**config.mk**
```make
export PLATFORM = sky130hd
export DESIGN_NAME = byte_stack_with_search
export DESIGN_NICKNAME = d
export VERILOG_FILES = /design/src/rtl/core/bss_pkg.sv /design/src/rtl/core/bss_ram.sv /design/src/rtl/core/byte_stack_with_search.sv
export SDC_FILE = /design/constraint.sdc
export NUM_CORES = 1
export LEC_CHECK = 0
export ABC_CLOCK_PERIOD_IN_PS = 6610
export BUFFER_PORTS_ARGS = -buffer_cell sky130_fd_sc_hd__buf_2
export CAP_MARGIN = 20
export CORE_MARGIN = 2
export CORE_UTILIZATION = 50
export DETAILED_ROUTE_END_ITERATION = 10
export PLACE_DENSITY = 0.67
export SLEW_MARGIN = 20
export SYNTH_ARGS = -nofsm -noshare
export SYNTH_HDL_FRONTEND = slang
export SYNTH_HIERARCHICAL = 1
export SYNTH_SLANG_ARGS = --single-unit
export TNS_END_PERCENT = 1
```
**constraint.sdc**
```tcl
create_clock -name clk -period 6.61 [get_ports clk]
set_input_delay 0.3305 -clock clk [delete_from_list [all_inputs] [get_ports clk]]
set_output_delay 0.3305 -clock clk [all_outputs]
set_load 0.01 [all_outputs]
```
**src/rtl/core/bss_pkg.sv**
```systemverilog
// package for the byte stack with search: sizes, request and status codes,
// transaction payload types and controller states. no dependencies.
`default_nettype none

package bss_pkg;

  localparam int DEPTH   = 16;
  localparam int ADDR_W  = (DEPTH > 1) ? $clog2(DEPTH) : 1;
  localparam int CNT_W   = $clog2(DEPTH + 1);
  localparam int DATA_W  = 8;
  localparam int COUNT_W = 5;

  localparam logic [1:0] REQ_PUSH   = 2'd0;
  localparam logic [1:0] REQ_POP    = 2'd1;
  localparam logic [1:0] REQ_PEEK   = 2'd2;
  localparam logic [1:0] REQ_SEARCH = 2'd3;

  localparam logic [1:0] STAT_OK    = 2'd0;
  localparam logic [1:0] STAT_EMPTY = 2'd1;
  localparam logic [1:0] STAT_FULL  = 2'd2;

  typedef struct packed {
    logic [1:0]        req_type;
    logic [DATA_W-1:0] data_value;
  } bss_in_t;

  typedef struct packed {
    logic [DATA_W-1:0]  data_out;
    logic               found;
    logic [1:0]         status;
    logic [COUNT_W-1:0] count;
  } bss_out_t;

  // result fields staged while a transaction is in progress
  typedef struct packed {
    logic [DATA_W-1:0] data_out;
    logic              found;
    logic [1:0]        status;
  } bss_res_t;

  typedef enum logic [1:0] {
    ST_IDLE,
    ST_READ,
    ST_SCAN,
    ST_DONE
  } bss_state_t;

endpackage

`default_nettype wire

```
**src/rtl/core/bss_ram.sv**
```systemverilog
// generic single write port, single read port ram with registered read data.
// no dependencies.
`default_nettype none

module bss_ram #(
  parameter int WIDTH = 8,
  parameter int DEPTH = 16,
  localparam int AW   = (DEPTH > 1) ? $clog2(DEPTH) : 1
) (
  input  wire logic             clk,
  input  wire logic             we,
  input  wire logic [AW-1:0]    waddr,
  input  wire logic [WIDTH-1:0] wdata,
  input  wire logic [AW-1:0]    raddr,
  output logic      [WIDTH-1:0] rdata
);

  logic [WIDTH-1:0] mem [DEPTH];

  always_ff @(posedge clk) begin
    if (we) begin
      mem[waddr] <= wdata;
    end
    rdata <= mem[raddr];
  end

endmodule

`default_nettype wire

```
**src/rtl/core/byte_stack_with_search.sv**
```systemverilog
// top level of the byte stack with search: controller, count register and
// output register around one bss_ram. depends on bss_pkg and bss_ram.
`default_nettype none

// Byte stack (LIFO) with membership search. Each input transaction carries a
// request (push, pop, peek or search) and yields exactly one result
// transaction with the popped or peeked byte, a found flag, a status and the
// entry count after the request. The bytes sit in one RAM with a registered
// read port, so one transaction is handled at a time. A push and any request
// that fails go straight to the done state; pop and peek pass through the
// read state first, and a search passes through the scan state, reading
// entries up to and including the match, at most the count. Once the result
// has moved into the output register, the controller returns to idle and
// takes the next request, even if that result has not yet been taken
// downstream. The search rate is set by the single RAM read port, which the
// search walks from the bottom entry one per cycle.
module byte_stack_with_search
  import bss_pkg::*;
(
  input  wire logic     clk,
  input  wire logic     rst_n,
  input  wire logic     in_valid,
  output logic          in_stall,
  input  wire bss_in_t  in_data,
  output logic          out_valid,
  input  wire logic     out_stall,
  output bss_out_t      out_data
);

  bss_state_t        state_r, state_nxt;
  logic [CNT_W-1:0]  cnt_r, cnt_nxt;
  logic [CNT_W-1:0]  scan_idx_r, scan_idx_nxt;
  logic [DATA_W-1:0] key_r, key_nxt;
  bss_res_t          res_r, res_nxt;
  bss_out_t          out_r, out_nxt;
  logic              out_valid_r, out_valid_nxt;

  logic              ram_we;
  logic [ADDR_W-1:0] ram_waddr;
  logic [DATA_W-1:0] ram_wdata;
  logic [ADDR_W-1:0] ram_raddr;
  logic [DATA_W-1:0] ram_rdata;

  logic              in_acc;
  logic              out_free;
  logic              load_out;
  logic              is_empty;
  logic              is_full;
  logic              hit;
  logic              scan_end;
  logic [CNT_W-1:0]  cnt_inc;
  logic [CNT_W-1:0]  cnt_dec;

  assign in_acc   = in_valid && !in_stall;
  assign out_free = !out_valid_r || !out_stall;
  assign is_empty = (cnt_r == '0);
  assign is_full  = (cnt_r == CNT_W'(DEPTH));
  assign cnt_inc  = cnt_r + CNT_W'(1);
  assign cnt_dec  = cnt_r - CNT_W'(1);
  assign hit      = (ram_rdata == key_r);
  assign scan_end = (scan_idx_r == cnt_r);

  bss_ram #(
    .WIDTH (DATA_W),
    .DEPTH (DEPTH)
  ) u_ram (
    .clk   (clk),
    .we    (ram_we),
    .waddr (ram_waddr),
    .wdata (ram_wdata),
    .raddr (ram_raddr),
    .rdata (ram_rdata)
  );

  // next state
  always_comb begin
    state_nxt = state_r;
    unique case (state_r)
      ST_IDLE: begin
        if (in_valid) begin
          unique case (in_data.req_type)
            REQ_PUSH:   state_nxt = ST_DONE;
            REQ_POP:    state_nxt = is_empty ? ST_DONE : ST_READ;
            REQ_PEEK:   state_nxt = is_empty ? ST_DONE : ST_READ;
            REQ_SEARCH: state_nxt = is_empty ? ST_DONE : ST_SCAN;
            default:    state_nxt = ST_DONE;
          endcase
        end
      end
      ST_READ: state_nxt = ST_DONE;
      ST_SCAN: begin
        if (hit || scan_end) begin
          state_nxt = ST_DONE;
        end
      end
      ST_DONE: begin
        if (out_free) begin
          state_nxt = ST_IDLE;
        end
      end
      default: state_nxt = ST_IDLE;
    endcase
  end

  // outputs and datapath
  always_comb begin
    in_stall     = (state_r != ST_IDLE);
    ram_we       = 1'b0;
    ram_waddr    = cnt_r[ADDR_W-1:0];
    ram_wdata    = in_data.data_value;
    ram_raddr    = scan_idx_r[ADDR_W-1:0];
    cnt_nxt      = cnt_r;
    scan_idx_nxt = scan_idx_r;
    key_nxt      = key_r;
    res_nxt      = res_r;
    load_out     = 1'b0;

    unique case (state_r)
      ST_IDLE: begin
        if (in_acc) begin
          res_nxt = '{data_out: '0, found: 1'b0, status: STAT_OK};
          unique case (in_data.req_type)
            REQ_PUSH: begin
              if (is_full) begin
                res_nxt.status = STAT_FULL;
              end else begin
                ram_we  = 1'b1;
                cnt_nxt = cnt_inc;
              end
            end
            REQ_POP: begin
              ram_raddr = cnt_dec[ADDR_W-1:0];
              if (is_empty) begin
                res_nxt.status = STAT_EMPTY;
              end else begin
                cnt_nxt = cnt_dec;
              end
            end
            REQ_PEEK: begin
              ram_raddr = cnt_dec[ADDR_W-1:0];
              if (is_empty) begin
                res_nxt.status = STAT_EMPTY;
              end
            end
            REQ_SEARCH: begin
              // start the walk at the bottom entry
              key_nxt      = in_data.data_value;
              ram_raddr    = '0;
              scan_idx_nxt = CNT_W'(1);
            end
            default: ;
          endcase
        end
      end
      ST_READ: begin
        res_nxt.data_out = ram_rdata;
      end
      ST_SCAN: begin
        // read data belongs to entry scan_idx_r - 1
        if (hit) begin
          res_nxt.found = 1'b1;
        end else if (!scan_end) begin
          ram_raddr    = scan_idx_r[ADDR_W-1:0];
          scan_idx_nxt = scan_idx_r + CNT_W'(1);
        end
      end
      ST_DONE: begin
        load_out = out_free;
      end
      default: ;
    endcase
  end

  always_comb begin
    out_nxt       = out_r;
    out_valid_nxt = out_valid_r && out_stall;
    if (load_out) begin
      out_nxt.data_out = res_r.data_out;
      out_nxt.found    = res_r.found;
      out_nxt.status   = res_r.status;
      out_nxt.count    = COUNT_W'(cnt_r);
      out_valid_nxt    = 1'b1;
    end
  end

  always_ff @(posedge clk) begin
    if (!rst_n) begin
      state_r     <= ST_IDLE;
      cnt_r       <= '0;
      out_valid_r <= 1'b0;
    end else begin
      state_r     <= state_nxt;
      cnt_r       <= cnt_nxt;
      out_valid_r <= out_valid_nxt;
    end
  end

  always_ff @(posedge clk) begin
    scan_idx_r <= scan_idx_nxt;
    key_r      <= key_nxt;
    res_r      <= res_nxt;
    out_r      <= out_nxt;
  end

  assign out_valid = out_valid_r;
  assign out_data  = out_r;

  // count never passes the capacity
  a_cnt_range: assert property (@(posedge clk) disable iff (!rst_n)
    cnt_r <= CNT_W'(DEPTH))
    else $error("stack count above capacity");

  // an accepted push on a non-full stack bumps the count by one
  a_push_cnt: assert property (@(posedge clk) disable iff (!rst_n)
    in_acc && in_data.req_type == REQ_PUSH && !is_full |=> cnt_r == $past(cnt_inc))
    else $error("push did not advance count");

  // the search walk stays inside the filled part of the stack
  a_scan_idx: assert property (@(posedge clk) disable iff (!rst_n)
    state_r == ST_SCAN |-> scan_idx_r != '0 && scan_idx_r <= cnt_r)
    else $error("search index outside stack");

  // a found flag only ever comes with ok status
  a_found_ok: assert property (@(posedge clk) disable iff (!rst_n)
    out_valid_r && out_r.found |-> out_r.status == STAT_OK)
    else $error("found reported with error status");

  // a pop or peek on a non-empty stack goes to fetch the top entry
  a_read_path: assert property (@(posedge clk) disable iff (!rst_n)
    in_acc && !is_empty && (in_data.req_type == REQ_POP || in_data.req_type == REQ_PEEK)
    |=> state_r == ST_READ)
    else $error("pop or peek skipped the read");

endmodule

`default_nettype wire
```
==> summary.txt, run 1 <==
Finish
  • Design area: 0.00838 mm^2
  • Footprint of the multi-input gates: 0.00192 mm^2
  • Final core utilization: 0.579
  • Fraction of layout cells with a size suffix above 1: 0.204
  • Area growth from synthesis to layout: 13.1%
  • Ant diodes: 0
  • Final #Nets: 472
  • Fillcell total: 1084
  • Reg area: 0.00537 mm^2

Floorplan
  • Die Span Y: 126 um
  • Die Area: 0.0158 mm^2
  • Starting Density: 0.512
  • Die Wd: 126 um
  • Placement row count: 44
  • IO Pins: 32
  • Core area: 0.0145 mm^2

Timing
  • Slew headroom: 0.264
  • Worst-Margin Slew: 1.10 ns
  • Clk_skew: 0.0180 ns
  • RSZ-0062 raised after global routing: false
  • Final Hold Vio Count: 0
  • Setup TNS: 0 ns
  • Final period utilization: 0.479
  • Max-slew violations: 0
  • FMAX: 316 MHz
  • Final worst path period need: 3.16 ns
  • Setup Viol. Count Final: 0
  • Final Hold Slack: 0.184 ns

Yosys
  • Seq/Total Area, Yosys: 0.724
  • Post-synthesis compound-gate area fraction: 0.0390
  • Main synth FF type: edfxtp_1
  • Dominant cells by area after synthesis: edfxtp_1, mux4_2, mux4_1, dfxtp_1, xor2_1
  • XOR/XNOR share of the synthesized area: 0.0248
  • Synth area leader: edfxtp_1
  • Yosys reg bits: 184
  • Simple-gate area share of the yosys netlist: 0.0630
  • Post-synthesis async set-or-reset flop share: 0
  • Top-area cell type share of the netlist area: 0.681
  • Synthesized-area fraction occupied by adder cells: 0.0186
  • Synthesized instance count: 406
  • Syn nets: 431
  • Most frequent cell after synthesis: edfxtp_1
  • Mapped cell area: 0.00741 mm^2
  • Syn_area_per_cell: 18.2 um^2
  • Multiplexer share of the synthesized area: 0.110
  • Number of synthesis warnings: 6
  • Post-synth EDFFs: 168
  • Synth unique cells: 42
  • Main combinational cell family by area after synthesis: multiplexers
  • Synth top cells by count: edfxtp_1, nand2_1, mux4_2

CTS
  • CTS buffer count: 17
  • Hold-fix buffers, CTS: 0
  • Post-cts resize count: 0
  • Clock transition at path regs: 0.07 ns
  • Post-CTS setup buffer count: 0
  • Clock Latency Late Sink: 0.44 ns
  • CTS H-Tree Depth: 4
  • Root buf cell: clkbuf_16
  • Clock Sinks: 184
  • CTS tree: done
  • Longest Clk Path Bufs: 2

Worst setup path
  • Crit-path cells: inv_1, ha_1, nand2_1, inv_1, nand2b_1, nand2_1, o21ai_4, buf_4, mux4_1, a22oi_1, nand2_1
  • Startpoint class of the critical path: flop
  • Worst Setup End Kind: flop
  • WP data arrival: 3.47 ns
  • CP Data Required Time: 6.91 ns
  • CP Class: flop to flop
  • Worst reg2reg setup slack: 3.45 ns
  • Critical path's most frequent cell: nand2_1
  • Worst stage delay on the critical path: 0.70 ns
  • CP max FO: 32
  • Slowest stage cell, crit path: mux4_1

Power
  • Switching Share: 0.265
  • Sequential share of power: 0.469
  • Pint: 0.00229 W
  • Total Power: 0.00312 W
  • PD cells: 372 mW/mm^2
  • Worst vdd ir: 0.201 mV
  • Comb power frac: 0.185
  • P_leak: 2.91 nW
  • Clock power share: 0.346
  • P_sw: 0.000826 W

Global routing
  • Largest net degree at the start of global routing: 33
  • Initial antenna violation count: 0
  • All-Layer GR Usage: 0.189
  • First-pass GRT wire length: 21800 um
  • Vias in the first global route: 3789
  • Grt total ovfl: 0

Placed design
  • Placed Area: 0.00774 mm^2
  • Placer Congestion: 0.798
  • Port bufs: 31
  • Final HPWL DP: 8880 um

Detailed routing
  • Drt via density: 5.71
  • DR pass1 iterations: 5
  • DR iter-0 viols: 287
  • # DRC: 0
  • Wire length per cell: 21.5 um
  • Via count: 3678
  • Routed Antenna Nets: 0
  • Routed WL: 13900 um

Flow run
  • Max-Cap Viols: 0

Worst hold path
  • Tightest Hold Check Type: input port to flop

Status
  • Status: finished, final reports clean
==> layout make-up <==
| type | instances | area share |
|---|---|---|
| Inverter | 9 | 0.00403 |
| Tap cell | 184 | 0.0275 |
| Clock buffer | 17 | 0.0508 |
| Sequential cell | 184 | 0.640 |
| Multi-Input combinational cell | 199 | 0.229 |
| Timing Repair Buffer | 36 | 0.0230 |
| Clock inverter | 15 | 0.0260 |
==> through the flow <==
| stage | std cells | setup WS (ns) |
|---|---|---|
| final | 644 | 3.45 |
| after detailed placement | 612 | 3.42 |
| after global routing | 644 | 3.17 |
| after global placement | 612 | 3.31 |
| after CTS | 644 | 3.42 |
| after floorplan | 406 | 3.85 |
==> power groups by stage <==
stage	Combinational [W]	Clock (W)	Sequential (W)
after floorplan	0.000439	0	0.00147
after global placement	0.000571	0	0.00148
after detailed placement	0.000578	0	0.00149
after CTS	0.000580	0.00110	0.00146
after global routing	0.000630	0.00115	0.00147
final	0.000576	0.00108	0.00146
==> per-layer routing <==
metal  share of wire  global-route usage  wire [um]  vias to the layer above
li1                -                   -          -                     1672
met3           0.056              0.0501        776                       18
met4           0.020              0.0732        274                        0
met1            0.44               0.253       6070                     1878
met2            0.49               0.300       6740                      110
met5               0                   0          0                        -
==> logic make-up (layout without fill, tap and decap cells) <==
family / count (synthesis) / after routing
and+or+nand+nor: 92 / 92
DFF: 184 / 184
buffers and inverters: 23 / 77
xor gates and xnor gates: 21 / 21
adders and majority gates: 11 / 11
muxes: 36 / 36
AOI/OAI and AO/OA: 39 / 39
==> worst paths after layout <==
kind                    from              to  cells after the start
hold / removal     out_stall       out_valid                      3
setup reg to reg  state_r[0]  u_ram/rdata[2]                     11
hold reg to reg     res_r[0]     out_data[5]                      0
setup / recovery  state_r[0]  u_ram/rdata[2]                     11
==> layout by cell type, fill, tap and decap left out, types with 6 or more instances in the layout <==
master / instances
buf_2: 31
nor2_1: 17
and2_1: 15
clkbuf_16: 17
inv_1: 9
ha_1: 11
dfxtp_1: 16
o21ai_0: 6
xor2_1: 16
nand3_1: 6
edfxtp_1: 168
mux4_1: 14
mux4_2: 18
nand2_1: 27
a22oi_1: 17
==> worst max-delay path, delay by kind of cell, from the launching register on <==
kind                     cells  cell delay [ns]
multiplexers                 1             0.70
adder cells (fa/ha/maj)      1             0.24
AO/OA/AOI/OAI                2             0.30
AND/OR/NAND/NOR              4             0.66
flip-flops                   1             0.38
buffers and inverters        3             0.75
==> state kept, by name (all words and copies together), names as in the netlist <==
name and count:
u_ram/mem 128, out_data 16, scan_idx_r 5, state_r 2, key_r 8, out_valid 1
res_r 11, cnt_r 5, u_ram/rdata 8
No activity file was read; power rests on OpenSTA's default activity.
==> run 2, diff against run 1 <==
--- a/config.mk
+++ b/config.mk
@@ -5,13 +5,14 @@
 export SDC_FILE = /design/constraint.sdc
 export NUM_CORES = 1
 export LEC_CHECK = 0
-export ABC_CLOCK_PERIOD_IN_PS = 6610
+export ABC_AREA = 1
+export ABC_CLOCK_PERIOD_IN_PS = 2900
 export BUFFER_PORTS_ARGS = -buffer_cell sky130_fd_sc_hd__buf_2
 export CAP_MARGIN = 20
 export CORE_MARGIN = 2
 export CORE_UTILIZATION = 50
 export DETAILED_ROUTE_END_ITERATION = 10
-export PLACE_DENSITY = 0.67
+export PLACE_DENSITY = 0.69
 export SLEW_MARGIN = 20
 export SYNTH_ARGS = -nofsm -noshare
 export SYNTH_HDL_FRONTEND = slang
==> constraint.sdc (replaced) <==
create_clock -name clk -period 2.9 [get_ports clk]
set_input_delay 0.145 -clock clk [delete_from_list [all_inputs] [get_ports clk]]
set_output_delay 0.145 -clock clk [all_outputs]
set_load 0.01 [all_outputs]
==> run 2 against run 1 <==
Net effect: synthesized cell count grew 92%; worst setup slack lost 3.0 ns; critical path type unchanged; final cell count grew 64%; largest cell class unchanged; highest routed layer unchanged.
==> summary.txt, run 2 <==
Status
  • Status: finished, final reports clean

Worst hold path
  • Hold path start: in_data[4]
  • Tightest Hold Check Type: input port to flop
  • WHS Path Cells: 1

Placed design
  • Port bufs: 31
  • Dpl ws: 0.421 ns
  • Final HPWL DP: 10900 um
  • Placed Area: 0.00855 mm^2
  • Placer Congestion: 0.866

Worst setup path
  • Reg2Reg Depth: 7
  • Slowest stage cell, crit path: nor2_1
  • CP Class: flop to flop
  • Worst Setup End Kind: flop
  • CP Data Required Time: 2.96 ns
  • Critical path's most frequent cell: inv_1
  • Top Family by Delay on Critical Path: simple AND/OR/NAND/NOR gates
  • WP buf/inv: 2
  • Reg-to-Reg Start: cnt_r[0]
  • Worst stage delay on the critical path: 0.62 ns
  • Instance count on the critical path: 7
  • Startpoint class of the critical path: flop
  • Crit-path cells: inv_1, ha_1, nand2_1, o211ai_1, inv_1, nand3_1, nor2_1
  • CP max FO: 9
  • Critical path origin: cnt_r[0]
  • WP data arrival: 2.56 ns

Finish
  • Commonest cells after routing, fill and taps aside: nand2_1, edfxtp_1, inv_1
  • Design area: 0.00922 mm^2
  • Final core utilization: 0.582
  • Ant diodes: 0
  • Most common cell after layout, fill and taps aside: nand2_1
  • Fraction of layout cells with a size suffix above 1: 0.119
  • Area growth from synthesis to layout: 14.0%
  • Final #Nets: 855
  • Number of flip-flops in the largest register: 128
  • Biggest register: u_ram/mem

Detailed routing
  • Routed Antenna Nets: 0
  • Via count: 5336
  • DR iter-0 viols: 636
  • DR pass1 iterations: 5
  • Wire length per cell: 16.0 um
  • Drt via density: 5.04
  • Routed WL: 16900 um
  • # DRC: 0

CTS
  • Root buf cell: clkbuf_16
  • Clock Sinks: 184
  • Post-cts resize count: 0
  • CTS buffer count: 17
  • Longest Clk Path Bufs: 2
  • CTS H-Tree Depth: 4
  • CTS tree: done
  • Clock transition at path regs: 0.07 ns
  • Clock Latency Late Sink: 0.43 ns

Timing
  • RSZ-0062 raised after global routing: false
  • Setup Viol. Count Final: 0
  • Final Hold Slack: 0.139 ns
  • Final worst path period need: 2.50 ns
  • Setup ws final: 0.404 ns
  • Final period utilization: 0.861
  • Clk_skew: 0.00750 ns
  • Final Hold Vio Count: 0
  • Setup TNS: 0 ns
  • Max-slew violations: 0
  • Worst-Margin Slew: 0.734 ns
  • Slew headroom: 0.509
  • FMAX: 401 MHz

Floorplan
  • Die Wd: 131 um
  • IO Pins: 32
  • Starting Density: 0.511
  • Placement row count: 46
  • Core area: 0.0158 mm^2
  • Die Area: 0.0172 mm^2
  • Die Span Y: 131 um

Yosys
  • Yosys reg bits: 184
  • Post-synthesis async set-or-reset flop share: 0
  • Syn nets: 804
  • Synthesized instance count: 779
  • Synth area leader: edfxtp_1
  • Syn_area_per_cell: 10.4 um^2
  • Post-synth EDFFs: 168
  • Synth top cells by count: nand2_1, edfxtp_1, inv_1
  • Mapped cell area: 0.00808 mm^2
  • Number of synthesis warnings: 6
  • Seq/Total Area, Yosys: 0.664
  • Synth unique cells: 29
  • Main synth FF type: edfxtp_1
  • Most frequent cell after synthesis: nand2_1
  • Dominant cells by area after synthesis: edfxtp_1, nand2_1, nand3_1, inv_1, dfxtp_1
  • Top-area cell type share of the netlist area: 0.624

Global routing
  • All-Layer GR Usage: 0.208
  • Initial antenna violation count: 0
  • First-pass GRT wire length: 27200 um
  • Largest net degree at the start of global routing: 39
  • Vias in the first global route: 5066
  • Grt total ovfl: 0

Power
  • PD cells: 842 mW/mm^2
  • P_leak: 3.99 nW
  • Worst vdd ir: 0.538 mV

Flow run
  • Max-Cap Viols: 0
==> run 2: cell count changes in the layout (fill, tap and decap cells not counted), moves of 14 or more <==
| cell | change |
|---|---|
| nand3_1 | +100 |
| nor2_1 | +15 |
| mux4_2 | -18 |
| nand2_1 | +193 |
| a22oi_1 | -17 |
| and2_1 | -15 |
| buf_4 | +20 |
| mux4_1 | -14 |
| inv_1 | +129 |
==> run 2: final cells by class <==
cell class	instances	area, um^2
fill	1311	6610
sequential	184	5370
multi-input combinational	427	2020
inverter	141	529
clock buffer	18	429
timing repair buffer	59	383
tap	216	270
clock inverter	14	219
==> run 2: metal layers <==
layer	vias to the layer above	track usage	share of wire	wire, um
li1	2629	-	-	-
met1	2477	0.281	0.44	7370
met2	207	0.335	0.48	8050
met3	23	0.0382	0.069	1170
met4	0	0.0839	0.020	335
met5	-	0	0	0
==> run 2: metrics by stage <==
stage	instances	total power (W)
global route	1059	0.00814
finish	1059	0.00776
detailed placement	1025	0.00526
floorplan	779	0.00472
global placement	1025	0.00522
CTS	1059	0.00779
==> run 2: where the power goes <==
group	total [W]	leakage [nW]	internal, W	switching (W)
combinational	0.00193	2.01	0.000627	0.00131
clock	0.00253	0.319	0.00154	0.000988
sequential	0.00330	1.66	0.00317	0.000126
total	0.00776	3.99	0.00534	0.00242
==> run 2: worst register-to-register path, stage by stage (launching register included) <==
cell and delay [ns]:
dfxtp_1 0.53, inv_1 0.16, ha_1 0.30, nand2_1 0.11
o211ai_1 0.12, inv_1 0.14, nand3_1 0.15, nor2_1 0.62
==> run 2: repair_timing <==
item | in CTS | in global routing
hold buffers | 2 | 0
endpoints found under the hold margin | 3 | 0
setup buffers | 0 | 0
==> run 2: cells by family after synthesis <==
family | share of synthesized area
adders and majority gates | 0.0170
buffers and inverters | 0.0886
and+or+nand+nor | 0.197
AOI/OAI and AO/OA | 0.0228
xor gates and xnor gates | 0.0108
DFF | 0.664
==> run 2: worst paths after layout <==
check | end | slack, ns
setup / recovery | u_ram/mem[14][1] | 0.40
hold / removal | u_ram/mem[11][4] | 0.14
setup reg to reg | u_ram/mem[14][1] | 0.40
hold reg to reg | out_data[5] | 0.42
==> run 3, diff against run 2 <==
--- a/config.mk
+++ b/config.mk
@@ -12,7 +12,9 @@
 export CORE_MARGIN = 2
 export CORE_UTILIZATION = 50
 export DETAILED_ROUTE_END_ITERATION = 10
+export GPL_TIMING_DRIVEN = 0
 export PLACE_DENSITY = 0.69
+export RECOVER_POWER = 100
 export SLEW_MARGIN = 20
 export SYNTH_ARGS = -nofsm -noshare
 export SYNTH_HDL_FRONTEND = slang
==> run 3 against run 2 <==
Net effect: design area fell by 1.8%; critical path type unchanged; highest routed layer unchanged; clock skew barely moved; worst setup slack worse by 0.25 ns; routed wire length is 5.5% higher; first-iteration DRC count decreased by 16%; sequential power about the same; core utilization decreased by 1.0 points; power down 1.7%.
==> summary.txt, run 3 (synthesized netlist as in run 2, its figures left out) <==
Status
  • Status: finished, final reports clean

Placed design
  • Placed cell count: 1027
  • Dpl ws: 0.306 ns
  • Final HPWL DP: 12100 um
  • Placer Congestion: 0.869
  • Port bufs: 31

Worst setup path
  • Worst Setup End Kind: flop
  • Slowest stage cell, crit path: dfxtp_1
  • CP Class: flop to flop
  • Startpoint class of the critical path: flop
  • WP buf/inv: 3
  • CP max FO: 10
  • Worst stage delay on the critical path: 0.35 ns
  • CP Data Required Time: 3.27 ns
  • Crit-path cells: inv_1, ha_1, nand2_2, nor2_1, nand2_1, o22ai_1, inv_2, clkbuf_2, nand2_1, nand3_1, nand3_1, nand3_1, nand2_1
  • WP data arrival: 3.12 ns
  • Top Family by Delay on Critical Path: simple AND/OR/NAND/NOR gates

Global routing
  • Initial antenna violation count: 0
  • Met1 GRT Util: 0.286
  • Grt total ovfl: 0
  • All-Layer GR Usage: 0.213
  • Largest net degree at the start of global routing: 19
  • Met3 usage: 0.0390
  • First-pass GRT wire length: 27600 um
  • Vias in the first global route: 5067
  • GR peak layer: met2
  • GR Util met2: 0.347

Floorplan
  • Die Wd: 131 um
  • Starting Density: 0.511
  • Placement row count: 46
  • Die Area: 0.0172 mm^2
  • Die Span Y: 131 um
  • IO Pins: 32
  • Core area: 0.0158 mm^2

Timing
  • Max-slew violations: 0
  • Final period utilization: 0.947
  • Setup Viol. Count Final: 0
  • Setup TNS: 0 ns
  • Worst-Margin Slew: 1.00 ns
  • Final Hold Vio Count: 0
  • Final Hold Slack: 0.0117 ns
  • RSZ-0062 raised after global routing: false
  • Clk_skew: 0.00756 ns
  • FMAX: 364 MHz
  • Slew headroom: 0.332
  • Setup ws final: 0.155 ns
  • Final worst path period need: 2.74 ns

Finish
  • Most common cell after layout, fill and taps aside: nand2_1
  • Non-Filler Instances: 1059
  • Area growth from synthesis to layout: 12.0%
  • Biggest register: u_ram/mem
  • Fraction of layout cells with a size suffix above 1: 0.0842
  • Ant diodes: 0
  • Commonest cells after routing, fill and taps aside: nand2_1, edfxtp_1, inv_1
  • Number of flip-flops in the largest register: 128
  • Final #Nets: 855

CTS
  • Clock transition at path regs: 0.07 ns
  • Clock Sinks: 184
  • Hold-fix buffers, CTS: 0
  • Post-cts resize count: 0
  • CTS H-Tree Depth: 4
  • CTS buffer count: 17
  • CTS tree: done
  • Clock Latency Late Sink: 0.44 ns
  • Post-CTS setup buffer count: 0
  • Root buf cell: clkbuf_16
  • Longest Clk Path Bufs: 2

Detailed routing
  • Routed Antenna Nets: 0
  • Drt via density: 5.20
  • DR pass1 iterations: 5
  • Wire length per cell: 16.9 um
  • DR iter-0 viols: 535
  • Via count: 5509
  • Routed WL: 17900 um
  • # DRC: 0

Worst hold path
  • Tightest Hold Check Type: input port to flop

Power
  • PD cells: 842 mW/mm^2
  • P_leak: 3.85 nW
  • Worst vdd ir: 0.492 mV
  • Total Power: 0.00763 W

Flow run
  • Max-Cap Viols: 0
run 3: changes by cell type in the layout (fill, tap and decap cells not counted), sizes merged:
cell | before | now
inv | 146 | 148
buf | 57 | 29
dlygate4sd3 | 2 | 0
clkinvlp | 0 | 3
bufinv | 5 | 1
clkbuf | 18 | 47
run 3: report_power, final:
| part | leakage (nW) | total, W | switching [W] | internal (W) |
|---|---|---|---|---|
| Sequential | 1.66 | 0.00329 | 0.000122 | 0.00317 |
| Clock | 0.282 | 0.00227 | 0.00105 | 0.00122 |
| Combinational | 1.91 | 0.00206 | 0.00141 | 0.000651 |
run 3: layer usage:
layer  vias up  wire length (um)  share of wire
met5         -                 0              0
met4         0               397          0.022
met3        33              1430          0.080
met2       253              8340           0.47
met1      2588              7690           0.43
li1       2635                 -              -
run 3: through the flow:
step	area, um^2	utilization
3_3_place_gp	8510	0.537
2_1_floorplan	8080	-
6_report	9050	0.572
3_5_place_dp	8520	0.538
5_1_grt	9050	0.572
4_1_cts	9110	0.576
run 3: final timing paths:
| check | start | to | slack [ns] | cells past startpoint |
|---|---|---|---|---|
| min | out_stall | out_valid | 0.01 | 3 |
| min reg2reg | res_r[5] | out_data[10] | 0.42 | 0 |
| max | state_r[1] | u_ram/rdata[1] | 0.16 | 13 |
| max reg2reg | state_r[1] | u_ram/rdata[1] | 0.16 | 13 |
run 3: worst min-delay path, cell delays in order:
cell and delay (ns):
buf_2 0.11, nand2_1 0.08, a21oi_1 0.06
run 3: cell type report:
type                       count  area (um^2)
multi-input combinational    427         1990
sequential                   184         5370
buffer                        27          186
clock buffer                  17          425
clock inverter                15          165
inverter                     141          529
timing repair buffer          32          126
tap                          216          270
fill                        1330         6770
